===== src/hdl/bfhp_pkg.sv =====
// ----------------------------------------------------------------------------
// bfhp_pkg - bit-file header parser package
// Item types, parser state, phase and error codes, and the magic header table.
// ----------------------------------------------------------------------------
`default_nettype none

package bfhp_pkg;

  // Input item: one raw file byte
  typedef struct packed {
    logic [7:0] data_byte;
    logic       last_byte;
  } in_item_t;

  // Result item: one per input byte
  typedef struct packed {
    logic [7:0]  out_byte;
    logic        payload_valid;
    logic        file_done;
    logic [1:0]  status;
    logic [31:0] payload_length;
  } out_item_t;

  typedef enum logic [2:0] {
    PH_MAGIC   = 3'd0,
    PH_SEC_ID  = 3'd1,
    PH_LEN_HI  = 3'd2,
    PH_LEN_LO  = 3'd3,
    PH_TEXT    = 3'd4,
    PH_MARKER  = 3'd5,
    PH_PLEN    = 3'd6,
    PH_PAYLOAD = 3'd7
  } phase_e;

  typedef enum logic [1:0] {
    ERR_NONE   = 2'd0,
    ERR_MAGIC  = 2'd1,
    ERR_MARKER = 2'd2,
    ERR_LENGTH = 2'd3
  } err_e;

  // Parser state carried from byte to byte
  typedef struct packed {
    phase_e      phase;
    logic [3:0]  field_cnt;   // byte count inside magic or length field
    logic [2:0]  sec_idx;     // info sections finished
    logic [15:0] sec_rem;     // text bytes left in current section
    logic [31:0] decl_len;
    logic [31:0] pay_rem;
    err_e        err;
  } parse_state_t;

  localparam parse_state_t StateReset = '{
    phase:     PH_MAGIC,
    field_cnt: 4'd0,
    sec_idx:   3'd0,
    sec_rem:   16'd0,
    decl_len:  32'd0,
    pay_rem:   32'd0,
    err:       ERR_NONE
  };

  localparam logic [3:0] MagicLen   = 4'd13;
  localparam logic [3:0] PlenBytes  = 4'd4;
  localparam logic [7:0] MarkerByte = 8'h65;  // 'e'

  // Expected byte at each magic header position
  function automatic logic [7:0] magic_byte(input logic [3:0] idx);
    logic [7:0] b;
    case (idx)
      4'd0:    b = 8'h00;
      4'd1:    b = 8'h09;
      4'd2:    b = 8'h0f;
      4'd3:    b = 8'hf0;
      4'd4:    b = 8'h0f;
      4'd5:    b = 8'hf0;
      4'd6:    b = 8'h0f;
      4'd7:    b = 8'hf0;
      4'd8:    b = 8'h0f;
      4'd9:    b = 8'hf0;
      4'd10:   b = 8'h00;
      4'd11:   b = 8'h00;
      4'd12:   b = 8'h01;
      default: b = 8'h00;
    endcase
    return b;
  endfunction

endpackage

`default_nettype wire


===== src/hdl/bfhp_stream_if.sv =====
// ----------------------------------------------------------------------------
// bfhp_stream_if - valid/ready stream channel
// Carries valid, ready and a payload of the type given at instantiation.
// ----------------------------------------------------------------------------
`default_nettype none

interface bfhp_stream_if #(
  parameter type payload_t = logic
);
  logic     valid;
  logic     ready;
  payload_t data;

  modport source (output valid, output data, input ready);
  modport sink   (input valid, input data, output ready);
endinterface

`default_nettype wire


===== src/hdl/bfhp_step.sv =====
// ----------------------------------------------------------------------------
// bfhp_step - per-byte parser logic
// Computes the next parser state and the result item for one file byte.
// ----------------------------------------------------------------------------
`default_nettype none

module bfhp_step #(
  parameter int INFO_SECTIONS = 4
) (
  input  bfhp_pkg::parse_state_t state_i,
  input  bfhp_pkg::in_item_t     item_i,
  output bfhp_pkg::parse_state_t state_o,
  output bfhp_pkg::out_item_t    result_o
);
  import bfhp_pkg::*;

  localparam logic [2:0] SecCount = 3'(INFO_SECTIONS);

  parse_state_t nxt;
  logic [7:0]   flipped;
  logic [2:0]   sec_inc;
  logic [15:0]  len_full;
  logic [15:0]  rem_dec;
  logic [31:0]  len_shift;
  phase_e       sec_end_phase;

  // Mirror the byte: bit i moves to bit 7-i
  always_comb begin
    for (int i = 0; i < 8; i++) begin
      flipped[i] = item_i.data_byte[7-i];
    end
  end

  assign sec_inc       = state_i.sec_idx + 3'd1;
  assign sec_end_phase = (sec_inc >= SecCount) ? PH_MARKER : PH_SEC_ID;
  assign len_full      = {state_i.sec_rem[15:8], item_i.data_byte};
  assign rem_dec       = state_i.sec_rem - 16'd1;
  assign len_shift     = {state_i.decl_len[23:0], item_i.data_byte};

  // Advance the header walk
  always_comb begin
    nxt                    = state_i;
    result_o.out_byte      = 8'h00;
    result_o.payload_valid = 1'b0;
    if (state_i.err == ERR_NONE) begin
      case (state_i.phase)
        PH_MAGIC: begin
          if (state_i.field_cnt >= MagicLen ||
              item_i.data_byte != magic_byte(state_i.field_cnt)) begin
            nxt.err = ERR_MAGIC;
          end else if (state_i.field_cnt == MagicLen - 4'd1) begin
            nxt.field_cnt = 4'd0;
            nxt.phase     = PH_SEC_ID;
          end else begin
            nxt.field_cnt = state_i.field_cnt + 4'd1;
          end
        end
        PH_SEC_ID: begin
          nxt.phase = PH_LEN_HI;
        end
        PH_LEN_HI: begin
          nxt.sec_rem = {item_i.data_byte, 8'h00};
          nxt.phase   = PH_LEN_LO;
        end
        PH_LEN_LO: begin
          nxt.sec_rem = len_full;
          if (len_full == 16'd0) begin
            nxt.sec_idx = sec_inc;
            nxt.phase   = sec_end_phase;
          end else begin
            nxt.phase = PH_TEXT;
          end
        end
        PH_TEXT: begin
          nxt.sec_rem = rem_dec;
          if (rem_dec == 16'd0) begin
            nxt.sec_idx = sec_inc;
            nxt.phase   = sec_end_phase;
          end
        end
        PH_MARKER: begin
          if (item_i.data_byte != MarkerByte) begin
            nxt.err = ERR_MARKER;
          end else begin
            nxt.field_cnt = 4'd0;
            nxt.phase     = PH_PLEN;
          end
        end
        PH_PLEN: begin
          nxt.decl_len = len_shift;
          if (state_i.field_cnt == PlenBytes - 4'd1) begin
            nxt.field_cnt = 4'd0;
            nxt.pay_rem   = len_shift;
            nxt.phase     = PH_PAYLOAD;
          end else begin
            nxt.field_cnt = state_i.field_cnt + 4'd1;
          end
        end
        PH_PAYLOAD: begin
          if (state_i.pay_rem == 32'd0) begin
            nxt.err = ERR_LENGTH;
          end else begin
            result_o.out_byte      = flipped;
            result_o.payload_valid = 1'b1;
            nxt.pay_rem            = state_i.pay_rem - 32'd1;
          end
        end
        default: begin
          nxt = state_i;
        end
      endcase
    end

    // Flag a file that ends anywhere but exactly after its payload
    if (item_i.last_byte && nxt.err == ERR_NONE &&
        (nxt.phase != PH_PAYLOAD || nxt.pay_rem != 32'd0)) begin
      nxt.err = ERR_LENGTH;
    end

    result_o.file_done      = item_i.last_byte;
    result_o.status         = nxt.err;
    result_o.payload_length = nxt.decl_len;
  end

  // Start a fresh file after the last byte
  assign state_o = item_i.last_byte ? StateReset : nxt;

endmodule

`default_nettype wire


===== src/hdl/bitstream_file_header_parser_top.sv =====
// ----------------------------------------------------------------------------
// bitstream_file_header_parser_top - bit-file header parser
// Checks the file header, skips info sections and passes the payload on.
// ----------------------------------------------------------------------------
// Usage:
//   in_i  takes one file byte per transfer, with last_byte on the final one.
//   out_o gives one result per input byte: the bit-reversed payload byte
//         with payload_valid, file_done, the held status and the declared
//         payload length.
// Throughput: one byte per cycle while in_i.ready is high. The parser state
//   registers update in the cycle a byte is accepted, so each byte sees the
//   state left by the one before it with no bubble.
// Results: each result is loaded into the output register, or into the
//   second result register while the output is held.
// Stall: a second result register catches one result while the output is
//   held, so the input stays ready for one more byte; in_i.ready drops only
//   while that register is full.
// Reset: all parser state returns to the magic header phase with no error
//   held, and both result registers are empty. The parser also returns to
//   that state by itself after every last byte.
// ----------------------------------------------------------------------------
`default_nettype none

module bitstream_file_header_parser_top #(
  parameter int INFO_SECTIONS = 4
) (
  input  wire                 clk_i,
  input  wire                 rst_ni,
  bfhp_stream_if.sink         in_i,
  bfhp_stream_if.source       out_o
);
  import bfhp_pkg::*;

  parse_state_t state_q, state_d;
  out_item_t    result;
  out_item_t    out_q, skid_q;
  logic         out_valid_q, skid_valid_q;
  logic         in_fire;
  logic         out_free;

  bfhp_step #(
    .INFO_SECTIONS(INFO_SECTIONS)
  ) u_step (
    .state_i  (state_q),
    .item_i   (in_i.data),
    .state_o  (state_d),
    .result_o (result)
  );

  assign in_i.ready = !skid_valid_q;
  assign in_fire    = in_i.valid && in_i.ready;
  assign out_free   = !out_valid_q || out_o.ready;

  // Hold parser state, advance on each input transfer
  always_ff @(posedge clk_i or negedge rst_ni) begin
    if (!rst_ni) begin
      state_q <= StateReset;
    end else if (in_fire) begin
      state_q <= state_d;
    end
  end

  // Track occupancy of the output and skid registers
  always_ff @(posedge clk_i or negedge rst_ni) begin
    if (!rst_ni) begin
      out_valid_q  <= 1'b0;
      skid_valid_q <= 1'b0;
    end else if (out_free) begin
      if (skid_valid_q) begin
        out_valid_q  <= 1'b1;
        skid_valid_q <= 1'b0;
      end else begin
        out_valid_q <= in_fire;
      end
    end else if (in_fire) begin
      skid_valid_q <= 1'b1;
    end
  end

  // Load result payloads
  always_ff @(posedge clk_i) begin
    if (out_free) begin
      if (skid_valid_q) begin
        out_q <= skid_q;
      end else if (in_fire) begin
        out_q <= result;
      end
    end else if (in_fire) begin
      skid_q <= result;
    end
  end

  assign out_o.valid = out_valid_q;
  assign out_o.data  = out_q;

endmodule

`default_nettype wire

===== src/flat_wrapper.sv =====
// flat-port wrapper written by rule: the top's interface ports become plain ports
module bitstream_file_header_parser_top_flat import bfhp_pkg::*;
#(
  parameter int INFO_SECTIONS = 4
)
  (clk_i, rst_ni, in_i_valid, in_i_data, in_i_ready, out_o_valid, out_o_data, out_o_ready);
  bfhp_stream_if in_i_i ();
  bfhp_stream_if out_o_i ();
  input  wire clk_i;
  input  wire rst_ni;
  input wire logic [$bits(in_i_i.valid)-1:0] in_i_valid;
  input wire logic [$bits(in_i_i.data)-1:0] in_i_data;
  output wire logic [$bits(in_i_i.ready)-1:0] in_i_ready;
  output wire logic [$bits(out_o_i.valid)-1:0] out_o_valid;
  output wire logic [$bits(out_o_i.data)-1:0] out_o_data;
  input wire logic [$bits(out_o_i.ready)-1:0] out_o_ready;
  assign in_i_i.valid = in_i_valid;
  assign in_i_i.data = in_i_data;
  assign in_i_ready = in_i_i.ready;
  assign out_o_valid = out_o_i.valid;
  assign out_o_data = out_o_i.data;
  assign out_o_i.ready = out_o_ready;
  bitstream_file_header_parser_top #(.INFO_SECTIONS(INFO_SECTIONS)) u_core (.clk_i(clk_i), .rst_ni(rst_ni), .in_i(in_i_i), .out_o(out_o_i));
endmodule

===== config.mk =====
export PLATFORM = sky130hd
export DESIGN_NAME = bitstream_file_header_parser_top_flat
export DESIGN_NICKNAME = d
export VERILOG_FILES = /design/src/hdl/bfhp_pkg.sv /design/src/hdl/bfhp_stream_if.sv /design/src/hdl/bfhp_step.sv /design/src/hdl/bitstream_file_header_parser_top.sv /design/src/flat_wrapper.sv
export SDC_FILE = /design/constraint.sdc
export NUM_CORES = 1
export LEC_CHECK = 0
export BUFFER_PORTS_ARGS = -buffer_cell sky130_fd_sc_hd__buf_2
export CAP_MARGIN = 15
export CORE_ASPECT_RATIO = 0.9
export CORE_MARGIN = 2
export CORE_UTILIZATION = 54
export CTS_CLUSTER_DIAMETER = 50
export CTS_CLUSTER_SIZE = 20
export DETAILED_ROUTE_END_ITERATION = 7
export PLACE_DENSITY = 0.7
export SKIP_LAST_GASP = 1
export SYNTH_ARGS = -nofsm -noshare
export SYNTH_HDL_FRONTEND = slang
export SYNTH_SLANG_ARGS = --single-unit

===== constraint.sdc =====
create_clock -name clk_i -period 2.95 [get_ports clk_i]
set_input_delay 0.4425 -clock clk_i [delete_from_list [all_inputs] [get_ports clk_i]]
set_output_delay 0.4425 -clock clk_i [all_outputs]
set_load 0.02 [all_outputs]

Yosys cells after proc, flatten, opt, wreduce, memory -nomap -nowiden
Memory sizes are Yosys's and may differ from the RTL's.
Cells that the tools add are included.
Word-level totals
  bits in registers: 96
  memory bits (read-only): 128
  input port bits: 5
  output and inout bits: 3
  logic and storage cells: 94
  memories kept: 1
Memories
  (no name shown): depth 16, bits a word 8, read ports 1, clocked after Yosys merged registers in 0, write ports 0, RTL line bfhp_pkg.sv:70  | case (idx)
Operators by class
  add/subtract/negate cells: 4
  $lt $le $gt $ge: 2
  eq/ne operators: 14
  multiplexer cells: 31
  bitwise gates (word level): 1
  reduce and logical (&&, ||, !) cells: 29
Operators by type and width (count)
  $mux 92: 2
  $mux 32: 3
  $pmux 32 s2: 1
  $pmux 16 s3: 1
  $logic_not 16->1: 2
  $logic_not 32->1: 1
  $reduce_bool 32->1: 1
  $sub 32x1->32 const B: 1
  $mux 3: 7
  $pmux 3 s6: 1
  $mux 8: 2
  $sub 16x1->16 const B: 1
  $eq 3x3->1 const B: 4
  $ne 3x3->1 const B: 4
  $reduce_bool 3->1: 3
  $mux 4: 2
  $pmux 4 s2: 1
  $reduce_and 4->1: 2
  $reduce_bool 8->1: 1
  $mux 7: 1
  $eq 3x2->1 const B: 2
  $mux 2: 3
  $pmux 2 s3: 1
  $pmux 3 s2: 1
  20 further kinds: 33

Logic depth before layout (Yosys ltp)
Gate-level depths: netlist of run 1.
  word-level depth: 13
  mapped depth: 10
  gate-level depth less buffers: 9

By module
A second synthesis of run 1 with hierarchy kept.
Unflattened totals
  cell total of the unflattened synthesis: 875
  area, all modules: 8045.2 µm²
By module, submodules not included
  bfhp_step: times used 1, cells an instance 667, area an instance 4180.3 µm², seq. area each 0.0 µm²
  bitstream_file_header_parser_top: times used 1, cells an instance 208, area an instance 3865.0 µm², seq. area each 2412.3 µm²

Worst setup path after synthesis of run 1
Ideal clock, no wire load.
  path kind: register to register
  start: register u_core.state_q[85] (netlist bit)
  end: register u_core.state_q[88] (netlist bit)
  setup time: 0.095 ns
  data arrival time: 2.350 ns
  data required time: 2.855 ns
  slack: 0.505 ns
  cell stages (with the launch flop): 10
  path buffers: 0
  clock period less this slack: 2.445 ns
  cells stage by stage: dfrtp_1 -> inv_1 -> ha_1 -> nor4_1 -> o21bai_1 -> or3_1 -> a211oi_1 -> o21ai_0 -> or2_2 -> o31ai_1
On the way
  longest elaborated chain between the ends: 7
  elaborated cells on any way between the ends: 17
  classes of those cells: 1 x add/sub; 1 x order compare; 3 x eq/ne; 8 x mux; 3 x reduce/logical; 1 x memory
Ends and longest elaborated chain
  start, declared: RTL line bitstream_file_header_parser_top.sv:34  | parse_state_t state_q, state_d;
  start signal, assigned: RTL line bitstream_file_header_parser_top.sv:57  | state_q <= StateReset;
  start signal, assigned: RTL line bitstream_file_header_parser_top.sv:59  | state_q <= state_d;
  $mem_v2 16x8
  $mux 8: RTL line bfhp_step.sv:46  | case (state_i.phase)
  $mux 8: RTL line bfhp_step.sv:45  | if (state_i.err == ERR_NONE) begin
  $reduce_bool 8->1: RTL line bfhp_step.sv:49  | item_i.data_byte != magic_byte(state_i.field_cnt)) begin
  $logic_or 1x1->1: RTL line bfhp_step.sv:48  | if (state_i.field_cnt >= MagicLen ||
  $ne 3x3->1 (no line)
  $reduce_and 4->1 (no line)
Several ways; a longest one is shown, not always the timed one. The select of a mux whose other input is x is not followed.
A chain may end at the register's enable or synchronous reset.

Final worst setup path of run 1
  start: register u_core.state_q[9] (netlist bit)
  end: register u_core.state_q[27] (netlist bit)
On the way
  longest elaborated chain between the ends: 5
  elaborated cells on any way between the ends: 6
  classes of those cells: 1 x add/sub; 4 x mux; 1 x reduce/logical
Ends and longest elaborated chain
  $sub 32x1->32 / $logic_not 32->1 (equally long branches): RTL line bfhp_step.sv:105, bfhp_step.sv:100
  $mux 32 *: RTL line bfhp_step.sv:100  | if (state_i.pay_rem == 32'd0) begin
  $pmux 32 s2 *: RTL line bfhp_step.sv:46
  $mux 92 *: RTL line bfhp_step.sv:45
  $mux 92 *: RTL line bfhp_step.sv:126  | assign state_o = item_i.last_byte ? StateReset : nxt;
Every way passes the cells marked *; elsewhere a longest branch is shown, timed or not. The select of a mux whose other input is x is not followed.

==> flow_summary.yaml, run 1 <==
logic_synthesis:
  synth_enable_flop_cells: 2
  syn_inst: 569
  syn-num-nets: 583
  syn_area_sq_um: 4690
  yosysWarnings: 0
  synth_common_cells: "67 x dfrtp_1, 64 x o21ai_0, 61 x nor2_1, 51 x nand2_1, 34 x a21oi_1"
  yosys.cell_types.count: 74
  yosysSeqAreaShare_pct: 37.0
  syn_area_per_cell_sq_um: 8.25
  synth_ff_type: "dfrtp_1"
  yosys.area.top_type_share_pct: 35.7
  post-synth-top-count-cell: "dfrtp_1"
  synthArstFlopShare_pct: 97.1
  netlist_top_cells_area: "dfrtp_1 36%, o21ai_0 6.8%, nor2_1 4.9%"
  yosys.area.top_type: "dfrtp_1"
  synth.ff_latch_count: 69
timing:
  final_hold_viol_count: 0
  fin_skew_ns: 0.00683
  maxSlewViolCount: 0
  slew_headroom_pct: 40.3
  worst_pin_slew_ns: 0.887
  whs_ns: 0.128
  setup_tns_ns: 0
  fin_crit_sh_pct: 91.9
  min_period_ns: 2.71
  setup_viol: 0
  max_freq_ghz: 0.369
  grt_setup_unrepaired: "false"
die:
  rows: 32
  initial_core_util_pct: 55.0
  fp.coreArea_sq_um: 8530
  die_x_um: 102
  die_y_um: 92.5
  io_pins: 8
  dieArea_sq_um: 9460
pwr:
  pwr-share-clk_pct: 26.8
  power_frac_seq_pct: 39.0
  ir_worst_vdd_mv: 0.272
  switching_power_mw: 1.10
  power.share.combinational_pct: 34.3
  p_sw_share_pct: 38.4
  power.density_nw_per_um2: 557
  p_leak_nw: 2.15
  p_int_mw: 1.76
  p_total_mw: 2.86
routing:
  wl_per_cell_um: 18.3
  drcViolationCount: 0
  postRouteAntennaNets: 0
  via_per_inst: 6.54
  vias: 4629
  drtIter0Drc: 430
  postRouteWirelength_um: 13000
  dr.pass1.iters: 6
clock_network:
  cts_tree: "built"
  clkTransAtPathRegs_ns: 0.08
  h-tree-depth: 3
  cts-buffers-inserted: 9
  clock_latency_ns: 0.36
  ctsHoldBuffers: 0
  cts_root_buffer: "clkbuf_8"
  clock-sinks: 69
  clockBufferDepth: 2
critical_path:
  cp_max_fo: 5
  cp_cell_sequence: "nor4_2 > nand3_1 > nor3_2 > nand3_2 > or4_1 > a211oi_1 > nor3_1"
  cp.required_ns: 3.19
  arrival_ns: 2.95
  endpoint_kind: "register"
  cp_slowest_cell: "nor4_2"
  cpPeakStageDelay_ns: 0.51
  worstSetupPathType: "reg2reg"
  crit_path_start_kind: "register"
final_layout:
  layout-drive-gt1-share_pct: 11.0
  stdcell_count: 708
  seq_area_sq_um: 1740
  n_antenna_cell: 0
  layout.nets: 598
  multi_input_area_sq_um: 2800
  nFillCells: 750
  synthToLayoutAreaGrowth_pct: 9.30
grt:
  grt_pass1_vias: 4284
  grt_max_degree: 40
  grt_util_all_layers_pct: 29.1
  grt_overflow: 0
  grt_first_pass_wirelength_um: 21700
  antenna_found_initial: 0
placed_design:
  routabilityCongestion: 0.935
  place_inst: 692
  dpl.hpwl_um: 9080
  port_buffers: 7
flow_run:
  maxCapViolCount: 0
worst_hold_path:
  hold_path.class: "in2async"
outcome:
  outcome: "completed"
## cells by family (layout without fill, tap and decap cells)
family	Yosys count	in the layout	synth area share, %
AOI/OAI and AO/OA	183	183	24.5
xor gates and xnor gates	11	11	2.05
adders and majority gates	9	9	2.40
buffers and inverters	40	60	3.41
DFF	69	69	37.0
muxes	4	4	0.880
and+or+nand+nor	253	253	29.7
## per-layer routing
metal | part of all wire [%] | routed length, um | GRT usage, %
met5 | 0 | 0 | 0
met4 | 1.3 | 166 | 9.22
met3 | 7.3 | 945 | 3.85
met2 | 45 | 5890 | 44.2
met1 | 46 | 5970 | 43.1
## stage by stage
stage                     utilization [%]  setup slack, ns  cell area, sq um
after floorplan                         -            0.505              4690
after global placement               58.0            0.380              4950
after detailed placement             58.0            0.277              4950
after CTS                            60.2            0.257              5130
after global routing                 60.2           0.0247              5130
final                                60.2            0.239              5130
## flip-flops by register name (all words and copies together) (netlist names)
| signal | cells |
|---|---|
| u_core.skid_valid_q | 1 |
| u_core.state_q | 65 |
| u_core.out_o.valid | 1 |
| u_core.out_o.data | 1 |
| u_core.skid_q | 1 |
## power groups by stage
stage / sequential [mW] / combinational [mW] / clock, mW
final: 1.11 / 0.979 / 0.765
after global placement: 1.12 / 0.927 / 0
after detailed placement: 1.13 / 0.952 / 0
after floorplan: 1.09 / 0.743 / 0
after global routing: 1.13 / 1.08 / 0.815
after CTS: 1.11 / 0.959 / 0.776
## cell usage in the layout, fill, tap and decap left out, types with 8 or more instances in the layout
master,count
dfrtp_1,67
o21ai_0,63
nor2_1,61
nand2_1,51
a21oi_1,34
nor3_1,25
nand3_1,21
buf_4,20
inv_1,16
a31oi_1,11
nor4_1,10
o31ai_1,10
ha_1,9
clkbuf_8,9
nor2b_1,8
xnor2_1,8
## worst paths after layout
| check | from | endpoint | slack (ns) | cells after the start |
|---|---|---|---|---|
| max in group asynchronous | rst_ni | u_core.state_q[73] | 2.15 | 2 |
| hold / removal | rst_ni | u_core.state_q[23] | 0.13 | 1 |
| hold reg to reg | u_core.state_q[0] | u_core.state_q[0] | 0.52 | 1 |
| setup reg to reg | u_core.state_q[9] | u_core.state_q[27] | 0.24 | 7 |
| min in group clk_i | in_i_valid | u_core.out_o.valid | 0.33 | 3 |
| setup / recovery | u_core.state_q[9] | u_core.state_q[27] | 0.24 | 7 |
## worst max-delay path, delay by kind of cell, from the launching register on
kind / cells / cell delay, ns
AO/OA/AOI/OAI: 1 / 0.25
flip-flops: 1 / 0.45
AND/OR/NAND/NOR: 6 / 1.88
## layout make-up
class / instances / area share (%)
Timing Repair Buffer: 28 / 4.00
Sequential cell: 69 / 33.8
Clock inverter: 5 / 1.00
Multi-Input combinational cell: 460 / 54.5
Tap cell: 119 / 2.90
Inverter: 16 / 1.17
Clock buffer: 11 / 2.56
## repair_timing
action / 4_1_cts / 5_1_grt
setup buffers: 0 / 0
resized for setup: 0 / 1
endpoints found under the setup margin: 0 / 1
No activity file was read; power rests on OpenSTA's default activity.
==> inputs of run 2 (changes only) <==
--- a/config.mk
+++ b/config.mk
@@ -5,7 +5,6 @@
 export SDC_FILE = /design/constraint.sdc
 export NUM_CORES = 1
 export LEC_CHECK = 0
-export BUFFER_PORTS_ARGS = -buffer_cell sky130_fd_sc_hd__buf_2
 export CAP_MARGIN = 15
 export CORE_ASPECT_RATIO = 0.9
 export CORE_MARGIN = 2
@@ -13,8 +12,10 @@
 export CTS_CLUSTER_DIAMETER = 50
 export CTS_CLUSTER_SIZE = 20
 export DETAILED_ROUTE_END_ITERATION = 7
-export PLACE_DENSITY = 0.7
+export DONT_BUFFER_PORTS = 1
+export PLACE_DENSITY = 0.69
 export SKIP_LAST_GASP = 1
+export SLEW_MARGIN = 10
 export SYNTH_ARGS = -nofsm -noshare
 export SYNTH_HDL_FRONTEND = slang
 export SYNTH_SLANG_ARGS = --single-unit
==> flow_summary.yaml, run 2 (synthesized netlist as in run 1, its figures left out) <==
pwr:
  power.density_nw_per_um2: 538
  p_sw_share_pct: 39.3
  p_leak_nw: 2.09
  power.share.combinational_pct: 33.4
  power_frac_seq_pct: 41.7
  ir_worst_vdd_mv: 0.270
  pwr-share-clk_pct: 24.9
  p_total_mw: 2.71
  switching_power_mw: 1.06
  p_int_mw: 1.64
critical_path:
  worstSetupPathType: "reg2reg"
  cp.required_ns: 3.22
  cp_top_family: "simple AND/OR/NAND/NOR gates"
  crit_path_start_kind: "register"
  cp_cell_sequence: "or4_4 > nor4_4 > nand4_4 > nand2_1 > nor2_1 > a211o_1 > o221ai_1"
  arrival_ns: 3.05
  cpPeakStageDelay_ns: 0.62
  cp_max_fo: 15
  cp_slowest_cell: "or4_4"
  endpoint_kind: "register"
  path_buf_inv: 0
final_layout:
  largest_register: "u_core.state_q"
  layout.nets: 585
  stdcell_count: 695
  largest_reg_flops: 65
  final_cell_mix: "67 x dfrtp_1, 63 x o21ai_0, 61 x nor2_1"
  final_common_cell: "dfrtp_1"
  n_antenna_cell: 0
  nFillCells: 782
  layout-drive-gt1-share_pct: 9.20
  synthToLayoutAreaGrowth_pct: 7.30
clock_network:
  h-tree-depth: 3
  cts_root_buffer: "clkbuf_8"
  clkTransAtPathRegs_ns: 0.08
  clock_latency_ns: 0.36
  cts-buffers-inserted: 9
  clock-sinks: 69
  cts_tree: "built"
  clockBufferDepth: 2
  postCtsSetupBuffers: 0
outcome:
  outcome: "completed"
routing:
  drtIter0Drc: 396
  drcViolationCount: 0
  postRouteAntennaNets: 0
  via_per_inst: 6.52
  vias: 4531
  postRouteWirelength_um: 12600
  dr.pass1.iters: 5
  wl_per_cell_um: 18.2
timing:
  setup_tns_ns: 0
  max_freq_ghz: 0.360
  fin_skew_ns: 0.0128
  worst_pin_slew_ns: 0.901
  fin_crit_sh_pct: 94.3
  setup_viol: 0
  final_hold_viol_count: 0
  min_period_ns: 2.78
  slew_headroom_pct: 39.8
  maxSlewViolCount: 0
  grt_setup_unrepaired: "false"
placed_design:
  dpl.hpwl_um: 8650
  place_inst: 677
  port_buffers: 0
  routabilityCongestion: 0.932
die:
  dieArea_sq_um: 9460
  rows: 32
  die_y_um: 92.5
  die_x_um: 102
  initial_core_util_pct: 55.0
  io_pins: 8
  fp.coreArea_sq_um: 8530
grt:
  antenna_found_initial: 0
  grt_pass1_vias: 4084
  grt_max_degree: 68
  grt_first_pass_wirelength_um: 20700
  grt_util_all_layers_pct: 27.9
  grt_overflow: 0
flow_run:
  maxCapViolCount: 0
worst_hold_path:
  hold_path.class: "in2reg"
-- run 2: cell types whose count changed in the layout (fill, tap and decap cells not counted), sizes merged --
cell	change
clkinvlp	+1
bufinv	-1
dlygate4sd3	+1
buf	-14
-- run 2: final timing paths --
check / to / cells after the start / slack, ns / from
max in group asynchronous: u_core.state_q[14] / 2 / 2.03 / rst_ni
max reg2reg: u_core.state_q[11] / 7 / 0.17 / u_core.state_q[24]
max: u_core.state_q[11] / 7 / 0.17 / u_core.state_q[24]
min reg2reg: u_core.state_q[0] / 1 / 0.51 / u_core.state_q[0]
min in group asynchronous: u_core.state_q[42] / 2 / 0.62 / rst_ni
min: u_core.state_q[42] / 1 / 0.19 / in_i_data
-- run 2: layout make-up --
cell class	instances	area (sq um)	area share, %
Clock buffer	11	131	2.61
Clock inverter	5	27.5	0.546
Inverter	16	60.1	1.19
Multi-Input combinational cell	460	2800	55.5
Sequential cell	69	1740	34.5
Tap cell	119	149	2.96
Timing Repair Buffer	15	135	2.68
-- run 2: power groups by stage --
stage	clock (mW)	combinational [mW]	sequential (mW)
3_3_place_gp	0	0.845	1.14
3_5_place_dp	0	0.854	1.15
5_1_grt	0.736	1.01	1.14
2_1_floorplan	0	0.743	1.09
4_1_cts	0.692	0.886	1.12
6_report	0.675	0.904	1.13
-- run 2: timing repair --
action / 4_1_cts / 5_1_grt
endpoints found under the hold margin: 67 / 0
setup endpoints to repair: 0 / 2
gates resized for setup: 0 / 1
hold buffers: 2 / 0
-- run 2: through the flow --
step                cell area (sq um)  utilization (%)  setup WS (ns)  hold WS [ns]
floorplan                        4690                -          0.505         0.147
global placement                 4840             56.8          0.324         0.148
detailed placement               4840             56.8          0.236         0.148
CTS                              5040             59.1          0.224         0.177
global route                     5040             59.1         0.0846         0.181
finish                           5040             59.1          0.168         0.189
-- run 2: metal layers --
metal | vias up | track usage [%] | wire length [um]
met5 | - | 0 | 0
met4 | 0 | 7.56 | 161
met3 | 23 | 4.91 | 956
met2 | 202 | 39.9 | 5420
met1 | 2175 | 43.0 | 6100
li1 | 2131 | - | -
